<file path="src/design/skbs_pkg.sv">
// ----------------------------------------------------------------------------
// skbs_pkg
// Shared types and constants for the sorted key binary search block.
// ----------------------------------------------------------------------------
package skbs_pkg;

  // table geometry
  localparam int unsigned TABLE_DEPTH = 1024;
  localparam int unsigned ADDR_W      = $clog2(TABLE_DEPTH);
  // interval bounds run from 0 up to the depth itself
  localparam int unsigned IDX_W       = ADDR_W + 1;

  // fixed field widths
  localparam int unsigned KEY_W   = 32;
  localparam int unsigned POS_W   = 10;
  localparam int unsigned COUNT_W = 11;

  // stream packing
  localparam int unsigned IN_DATA_W  = 48;
  localparam int unsigned OUT_DATA_W = 16;

  // opcodes carried on the input tuser
  localparam logic OP_WRITE  = 1'b0;
  localparam logic OP_SEARCH = 1'b1;

  // controller to datapath commands
  typedef struct packed {
    logic wr;        // store the incoming key
    logic start;     // load a search and issue the first probe, if any
    logic step;      // narrow the interval and issue the next probe
    logic load_out;  // capture the result into the output register
  } skbs_cmd_t;

  // datapath to controller status
  typedef struct packed {
    logic probe;       // a probe is outstanding for the current interval
    logic hit;         // probed key equals the search key
    logic next_empty;  // interval is empty after this probe
  } skbs_status_t;

endpackage

</file>
<file path="src/design/skbs_ctrl.sv">
// ----------------------------------------------------------------------------
// skbs_ctrl
// Controller for the binary search: input handshake, probe sequencing and
// the output valid register.
// ----------------------------------------------------------------------------
module skbs_ctrl (
  input  logic                  clk_i,
  input  logic                  rst_ni,
  input  logic                  in_valid_i,
  output logic                  in_ready_o,
  input  logic                  in_opcode_i,
  output logic                  out_valid_o,
  input  logic                  out_ready_i,
  output skbs_pkg::skbs_cmd_t   cmd_o,
  input  skbs_pkg::skbs_status_t status_i
);
  import skbs_pkg::*;

  localparam logic ST_IDLE   = 1'b0;
  localparam logic ST_SEARCH = 1'b1;

  logic state_q, state_d;
  logic out_valid_q, out_valid_d;
  logic finish;
  logic out_free;

  // search ends on a hit, on an empty interval, or with no probe at all
  assign finish   = !status_i.probe || status_i.hit || status_i.next_empty;
  assign out_free = !out_valid_q || out_ready_i;

  // next state and commands
  always_comb begin
    state_d      = state_q;
    cmd_o        = '0;
    in_ready_o   = 1'b0;
    unique case (state_q)
      ST_IDLE: begin
        in_ready_o = 1'b1;
        if (in_valid_i) begin
          if (in_opcode_i == OP_SEARCH) begin
            cmd_o.start = 1'b1;
            state_d     = ST_SEARCH;
          end else begin
            cmd_o.wr = 1'b1;
          end
        end
      end
      ST_SEARCH: begin
        if (finish) begin
          if (out_free) begin
            cmd_o.load_out = 1'b1;
            state_d        = ST_IDLE;
          end
        end else begin
          cmd_o.step = 1'b1;
        end
      end
      default: begin
        state_d = ST_IDLE;
      end
    endcase
  end

  // output valid
  always_comb begin
    out_valid_d = out_valid_q;
    if (cmd_o.load_out) begin
      out_valid_d = 1'b1;
    end else if (out_ready_i) begin
      out_valid_d = 1'b0;
    end
  end

  always_ff @(posedge clk_i or negedge rst_ni) begin
    if (!rst_ni) begin
      state_q     <= ST_IDLE;
      out_valid_q <= 1'b0;
    end else begin
      state_q     <= state_d;
      out_valid_q <= out_valid_d;
    end
  end

  assign out_valid_o = out_valid_q;

endmodule

</file>
<file path="config.mk">
export PLATFORM = sky130hd
export DESIGN_NAME = skbs_ctrl
export DESIGN_NICKNAME = d
export VERILOG_FILES = /design/src/design/skbs_pkg.sv /design/src/design/skbs_ctrl.sv
export SDC_FILE = /design/constraint.sdc
export NUM_CORES = 1
export LEC_CHECK = 0
export ABC_AREA = 1
export BUFFER_PORTS_ARGS = -buffer_cell sky130_fd_sc_hd__buf_2
export CELL_PAD_IN_SITES_DETAIL_PLACEMENT = 1
export CELL_PAD_IN_SITES_GLOBAL_PLACEMENT = 1
export CORE_AREA = 4 4 41 43
export DETAILED_ROUTE_END_ITERATION = 16
export DIE_AREA = 0 0 45 47
export PLACE_DENSITY = 0.44
export SYNTH_ARGS = -nofsm -noshare
export SYNTH_HDL_FRONTEND = slang
export SYNTH_SLANG_ARGS = --single-unit
</file>
<file path="constraint.sdc">
create_clock -name clk_i -period 0.8 [get_ports clk_i]
set_input_delay 0.04 -clock clk_i [delete_from_list [all_inputs] [get_ports clk_i]]
set_output_delay 0.04 -clock clk_i [all_outputs]
set_load 0.02 [all_outputs]
</file>
==> run_results.csv, run 1 <==
group,metric,value,unit
final_layout,mostFrequentLayoutCells,"buf_6 (9), buf_2 (7)",
setup_path,cp-end-kind,"output port",
synthesis,synth_nets,27,
power,ir_drop,1.01,mV
cts,htree_levels,1,
synthesis,yosysSeqAreaShare,41.7,%
final_layout,drive_above_1_share,78.6,%
setup_path,cp_max_fo,4,
detailed_routing,ant_nets,0,
detailed_routing,drt_iter0_drc,1,
synthesis,yosysTopAreaCell,"dfrtp_1",
cts,path_clk_slew,0.04,ns
synthesis,netlist_area,120,sq um
power,switching_share,31.2,%
global_route,antenna_found_initial,0,
synthesis,ys_seq_elements,2,
power,p_int,0.449,mW
final_layout,fin_util,28.3,%
sta,fmax,0.977,GHz
sta,setup_tns,-1.20,ns
job,drv_cap,0,
power,cellLeakagePower,0.204,nW
setup_path,cp.arrival,0.98,ns
sta,fin_ws,-0.224,ns
detailed_routing,wire_per_inst,9.25,um
global_route,grt_max_degree,5,
sta,clock_skew,0.0127,ns
global_route,grt_pass1_vias,221,
sta,hold_violations,0,
setup_path,critical_path_class,"register to output port",
detailed_routing,viasPerCell,3.40,
synthesis,yosysWarnings,0,
floorplan,die_area,2120,sq um
final_layout,layout_commonest_cell,"buf_6",
floorplan,ios,14,
detailed_routing,dr.pass1.iters,2,
place,place_congestion,0.667,
sta,fin_crit_sh,128,%
place,post_dp_cell_area,213,sq um
floorplan,dieWidth,45,um
cts,max-clock-path-buffers,2,
final_layout,antenna_cells,0,
sta,tightestPinTransition,0.174,ns
detailed_routing,drc,0,
floorplan,core.rowCount,13,
sta,max_slew_margin,88.4,%
power,power_density,1770,nW/um^2
status,status,"finished with violations",
floorplan,core,1300,sq um
detailed_routing,routed_wl,527,um
sta,min_period,1.02,ns
synthesis,synth_area_per_cell,6.32,sq um
final_layout,areaGrowthSynthToFinish,206,%
synthesis,post_synth_main_area_contributors,"dfrtp_1 (42%), nand2_1 (22%), inv_1 (13%), nor2_1 (9.4%), nand3_1 (8.3%)",
power,p_total,0.652,mW
synthesis,yosysUniqueCellTypes,6,
global_route,grt_pass1_wl,910,um
floorplan,die_y,47,um
sta,slew_viol_final,0,
synthesis,netlist_instances,19,
cts,clockRootBuffer,"clkbuf_4",
power,p_sw,0.203,mW
min_path,min_path_type,"primary input to asynchronous set/reset pin",
power,pwr-share-clk,39.6,%
cts,cts_tree,"built",
status,violations,"setup timing",
place,dp_slack,-0.0287,ns
place,hpwlAfterDp,362,um
final_layout,design_area,368,sq um
sta,grt_setup_unrepaired,"true",
sta,final-setup-viol-count,8,
power,pwr-share-comb,40.0,%
global_route,grt-ovfl-total,0,
cts,cts_sinks,2,
detailed_routing,vias,194,
power,pwr-share-seq,20.3,%
setup_path,start_kind,"register",
cts,tritoncts.num_buffers,3,
synthesis,yosys.area.top_type_share,41.7,%
floorplan,initial_utilization,9.23,%
place,io_buffers,13,
global_route,grt_use_total,6.55,%
setup_path,required,0.76,ns
final_layout,final_nets,51,
cts,insertion_delay,0.23,ns
## cell type report
| type | instances | area, sq um |
|---|---|---|
| Inverter | 4 | 15.0 |
| Sequential cell | 2 | 51.3 |
| Tap cell | 15 | 18.8 |
| Timing Repair Buffer | 20 | 169 |
| Multi-Input combinational cell | 12 | 87.6 |
| Fill cell | 160 | 933 |
| Clock buffer | 4 | 26.3 |
## through the flow
step,std cells,hold slack [ns]
final,57,0.121
after global routing,57,0.113
after CTS,53,0.112
after detailed placement,46,-0.171
after global placement,46,-0.171
after floorplan,19,-0.256
## logic make-up after synthesis
kind of cell	after synthesis	share of synthesized area, %
simple gates	12	39.6
buf+inv	5	18.7
flops	2	41.7
## power groups by stage
stage	Clock [mW]	Sequential, mW	Combinational (mW)
2_1_floorplan	0	0.141	0.0808
3_3_place_gp	0	0.129	0.133
3_5_place_dp	0	0.130	0.135
4_1_cts	0.268	0.132	0.183
5_1_grt	0.291	0.135	0.285
6_report	0.258	0.133	0.261
## Yosys cell counts, drive strengths merged
cell and n:
buf 1, dfrtp 2, inv 4, nand2 7
nand3 2, nor2 3
## sequential cells by signal, summed over array words and instances (netlist names)
| register | cells |
|---|---|
| state_q | 1 |
| out_valid_o | 1 |
## layer usage
metal	GRT usage, %	share of wire (%)
met5	0	0
met4	3.51	0
met3	6.13	13
met2	9.60	42
met1	6.12	45
## worst max-delay path, cell delays in order (launching register included)
cell and delay, ns:
dfrtp_1 0.38, inv_2 0.09, nand2_2 0.07, nor2_4 0.10, buf_6 0.12
## worst paths after layout
path	start	end	slack (ns)	cells after the start
max	state_q	cmd_o[3]	-0.22	4
min	rst_ni	out_valid_o	0.12	2
max reg2reg	out_valid_o	state_q	-0.10	5
min reg2reg	out_valid_o	out_valid_o	0.59	3
max in group asynchronous	rst_ni	state_q	0.57	2
min in group clk_i	out_ready_i	out_valid_o	0.15	5
## timing repair
| action | 4_1_cts | 5_1_grt |
|---|---|---|
| endpoints found under the setup margin | 6 | 8 |
| pin swaps | 1 | 4 |
| hold buffers | 1 | 0 |
| gates resized for setup | 11 | 10 |
| endpoints found under the hold margin | 2 | 0 |
| buffers inserted | 2 | 5 |
Power figures use the tool's default switching activity.
==> run 2: changes to the inputs <==
- PLACE_DENSITY: 0.44 -> 0.43
- clock period: 0.8 -> 1.1 ns (I/O delays scaled with it)
==> run 2 against run 1 <==
  * The flow now finishes without violations
  * Clock skew decreased by 0.011 ns
  * Die area unchanged
  * Global-route usage decreased by 1.0 points
  * Design area decreased by 33%
  * Critical path depth unchanged
  * Sequential power decreased by 31%
  * Flip-flop and latch count unchanged
==> run_results.csv, run 2 (same netlist as run 1, synthesis figures left out) <==
group,metric,value,unit
global_route,grt_use_met3,7.28,%
sta,final-setup-viol-count,0,
final_layout,final_nets,46,
cts,tritoncts.num_buffers,3,
final_layout,layout_commonest_cell,"buf_2",
setup_path,reg2regPathDepth,4,
setup_path,critical_path_class,"register to output port",
cts,max-clock-path-buffers,2,
global_route,grt_util_met1,4.56,%
floorplan,core,1300,sq um
place,place_congestion,0.602,
global_route,grt_pass1_wl,683,um
floorplan,core.rowCount,13,
sta,tightestPinTransition,0.119,ns
job,drv_cap,0,
place,io_buffers,13,
global_route,top_usage_layer,"met3",
sta,min_period,1.04,ns
global_route,met2_usage,6.21,%
floorplan,die_y,47,um
sta,fmax,0.958,GHz
sta,fin_crit_sh,94.9,%
floorplan,ios,14,
detailed_routing,dr.pass1.iters,2,
detailed_routing,drc,0,
setup_path,required,1.04,ns
sta,slew_viol_final,0,
global_route,grt-ovfl-total,0,
final_layout,fillers,170,
sta,fin_ws,0.0561,ns
power,p_total,0.355,mW
final_layout,multi_input_area,50.0,sq um
sta,hold_violations,0,
min_path,hold_depth,4,
sta,grt_setup_unrepaired,"true",
final_layout,areaGrowthSynthToFinish,105,%
global_route,grt_use_total,5.53,%
final_layout,fin_util,18.9,%
cts,cts_sinks,2,
detailed_routing,drt_iter0_drc,6,
setup_path,cp-end-kind,"output port",
setup_path,cp_max_fo,4,
detailed_routing,routed_wl,432,um
setup_path,cp.arrival,0.99,ns
cts,path_clk_slew,0.03,ns
status,status,"complete, no violations",
floorplan,initial_utilization,9.23,%
final_layout,register_area,50.0,sq um
cts,clockRootBuffer,"clkbuf_4",
sta,clock_skew,0.00188,ns
global_route,grt_pass1_vias,170,
global_route,grt_max_degree,5,
power,cellLeakagePower,0.162,nW
cts,htree_levels,1,
detailed_routing,viasPerCell,3.47,
power,ir_drop,0.331,mV
detailed_routing,wire_per_inst,8.47,um
floorplan,dieWidth,45,um
setup_path,start_kind,"register",
final_layout,drive_above_1_share,52.8,%
detailed_routing,ant_nets,0,
min_path,min_path_type,"primary input to register",
sta,max_slew_margin,92.1,%
detailed_routing,vias,177,
floorplan,die_area,2120,sq um
global_route,antenna_found_initial,0,
cts,cts_tree,"built",
final_layout,mostFrequentLayoutCells,"buf_2 (10), nand2_1 (6), buf_4 (4)",
cts,insertion_delay,0.22,ns
place,dp_slack,0.236,ns
final_layout,antenna_cells,0,
power,power_density,1440,nW/um^2
## run 2: repair_timing
item	in CTS	in global routing
endpoints found under the setup margin	2	3
buffers inserted	0	1
endpoints found under the hold margin	2	0
pin swaps	0	0
gates resized for setup	1	4
hold buffers	1	0
cloned	0	0
## run 2: final cells by class
cell class | count | area share, %
inverters | 4 | 6.09
multi-input cells | 12 | 20.3
clock buffers | 3 | 9.14
flip-flops and latches | 2 | 20.3
well taps | 15 | 7.61
repair buffers | 15 | 36.5
## run 2: path summary, 6_finish.rpt
path	start	end	slack [ns]
worst max-delay path	state_q	cmd_o[2]	0.06
worst min-delay path	out_ready_i	out_valid_o	0.10
worst max register to register	out_valid_o	state_q	0.38
worst min register to register	out_valid_o	out_valid_o	0.50
max in group asynchronous	rst_ni	state_q	0.85
min in group asynchronous	rst_ni	out_valid_o	0.15
## run 2: where the power goes
part	total (mW)	switching [mW]	internal [mW]
combinational	0.102	0.0581	0.0442
sequential	0.0917	0.00731	0.0844
clock	0.161	0.0409	0.120
## run 2: per-layer routing
layer  vias to the layer above  wire length (um)
li1                         89                 -
met1                        77               199
met2                        11               169
met3                         0                63
met4                         0                 0
met5                         -                 0
## run 2: stage by stage
step | setup TNS, ns | hold slack [ns] | cells | cell area, sq um
2_1_floorplan | 0 | -0.241 | 19 | 120
3_3_place_gp | 0 | -0.158 | 46 | 196
3_5_place_dp | 0 | -0.156 | 46 | 196
4_1_cts | 0 | 0.112 | 50 | 229
5_1_grt | -0.109 | 0.128 | 51 | 246
6_report | 0 | 0.101 | 51 | 246
## run 2: critical path, stage by stage, from the launching register on
cell and delay [ns]:
dfrtp_1 0.39, inv_2 0.09, nand3_1 0.09, inv_1 0.06, buf_4 0.13
==> run 3: changes to the inputs <==
==> constraint.sdc (replaced) <==
create_clock -name clk_i -period 1.1 [get_ports clk_i]
set_input_delay 0.055 -clock clk_i [delete_from_list [all_inputs] [get_ports clk_i]]
set_output_delay 0.055 -clock clk_i [all_outputs]
set_load 0.005 [all_outputs]
==> run 3 against run 2 <==
  * Worst setup slack better by 0.045 ns
  * Sequential power hardly changed
  * Utilization is 1.2 points lower
  * Critical path type unchanged
==> run_results.csv, run 3 (same netlist as run 1, synthesis figures left out) <==
group,metric,value,unit
status,status,"complete, no violations",
final_layout,antenna_cells,0,
sta,final-setup-viol-count,0,
min_path,min_path_type,"primary input to register",
setup_path,required,1.04,ns
floorplan,core.rowCount,13,
sta,min_period,0.999,ns
final_layout,areaGrowthSynthToFinish,92.7,%
setup_path,cp_max_fo,3,
setup_path,regToRegEndpoint,"state_q",
sta,clock_skew,0.00129,ns
floorplan,die_area,2120,sq um
global_route,grt_use_total,4.58,%
cts,tritoncts.num_buffers,3,
final_layout,mostFrequentLayoutCells,"buf_2 (13), nand2_1 (6), nor2_1 (3), inv_1 (3), clkbuf_4 (3)",
detailed_routing,dr.pass1.iters,2,
global_route,grt_pass1_wl,621,um
final_layout,fin_util,17.8,%
setup_path,path_depth,4,
floorplan,initial_utilization,9.23,%
setup_path,max_stage_delay,0.37,ns
cts,cts_sinks,2,
power,p_total,0.317,mW
sta,tightestPinTransition,0.119,ns
global_route,grt-ovfl-total,0,
cts,cts_tree,"built",
sta,fin_ws,0.101,ns
job,drv_cap,0,
place,post_dp_cell_area,196,sq um
floorplan,core,1300,sq um
cts,clockRootBuffer,"clkbuf_4",
setup_path,crit_start,"out_valid_o",
power,ir_drop,0.413,mV
sta,setup_tns,0,ns
setup_path,cp-end-kind,"output port",
detailed_routing,routed_wl,418,um
place,io_buffers,13,
setup_path,reg2regPathDepth,4,
sta,grt_setup_unrepaired,"false",
setup_path,crit_family,"flip-flops",
power,cellLeakagePower,0.157,nW
final_layout,drive_above_1_share,51.4,%
global_route,grt_pass1_vias,160,
cts,cts_setup_buffers,0,
sta,hold_violations,0,
final_layout,layout_commonest_cell,"buf_2",
final_layout,design_area,231,sq um
detailed_routing,drt_iter0_drc,1,
sta,fin_crit_sh,90.8,%
sta,fmax,1.00,GHz
floorplan,dieWidth,45,um
setup_path,crit_chain,"nand2_2 > nand3_1 > inv_1 > buf_2",
detailed_routing,ant_nets,0,
cts,htree_levels,1,
global_route,antenna_found_initial,0,
cts,path_clk_slew,0.03,ns
setup_path,path_buf_inv,2,
global_route,grt_max_degree,5,
place,dp_slack,0.278,ns
detailed_routing,wire_per_inst,8.36,um
sta,slew_viol_final,0,
cts,insertion_delay,0.22,ns
floorplan,die_y,47,um
detailed_routing,drc,0,
floorplan,ios,14,
setup_path,cp.arrival,0.94,ns
setup_path,crit_path_end,"cmd_o[0]",
place,hpwlAfterDp,357,um
cts,max-clock-path-buffers,2,
setup_path,critical_path_class,"register to output port",
setup_path,rrSetupSlack,0.38,ns
power,power_density,1370,nW/um^2
detailed_routing,vias,165,
setup_path,start_kind,"register",
setup_path,regToRegStartpoint,"out_valid_o",
final_layout,final_nets,45,
detailed_routing,viasPerCell,3.30,
setup_path,crit_slowest_cell,"dfrtp_1",
place,place_congestion,0.606,
sta,max_slew_margin,92.1,%
[run 3: cell count changes in the layout (fill, tap and decap cells not counted)]
cell / before / now
buf_2: 10 / 13
buf_4: 4 / 0
[run 3: power breakdown]
part           leakage [nW]  total [mW]  internal [mW]  switching, mW
Sequential           0.0256      0.0919         0.0844        0.00744
Clock                0.0138       0.158          0.120         0.0378
Combinational         0.117      0.0675         0.0344         0.0331
[run 3: worst min-delay path by stage]
stage,from,to,slack (ns),depth (start not counted)
after detailed placement,rst_ni,out_valid_o,-0.15,1
after floorplan,rst_ni,out_valid_o,-0.24,0
after global routing,out_ready_i,out_valid_o,0.13,4
after global placement,rst_ni,out_valid_o,-0.16,1
after CTS,out_ready_i,out_valid_o,0.12,4
final,out_ready_i,out_valid_o,0.10,4
[run 3: what timing repair did]
action | 4_1_cts | 5_1_grt
gates resized for setup | 0 | 2
hold buffers | 1 | 0
setup endpoints to repair | 0 | 3
endpoints found under the hold margin | 2 | 0
[run 3: routing by layer]
metal / part of all wire, % / vias to the layer above / track usage (%)
met5: 0 / - / 0
met4: 1.7 / 0 / 1.75
met3: 18 / 2 / 6.13
met2: 35 / 11 / 5.37
met1: 45 / 64 / 4.56
li1: - / 88 / -
[run 3: cell type report]
cell class | instances | area, sq um
Clock buffer | 3 | 22.5
Fill cell | 177 | 1070
Inverter | 4 | 15.0
Multi-Input combinational cell | 12 | 50.0
Sequential cell | 2 | 50.0
Tap cell | 15 | 18.8
Timing Repair Buffer | 14 | 75.1
[run 3: per-stage QoR]
stage                     instances  hold slack, ns
final                            50           0.102
after global routing             50           0.126
after CTS                        50           0.119
after detailed placement         46          -0.155
after global placement           46          -0.156
after floorplan                  19          -0.241
[run 3: worst register-to-register path, delay by kind of cell, from the launching register on]
family | cells | cell delay (ns)
flip-flops | 1 | 0.37
AND/OR/NAND/NOR | 4 | 0.24
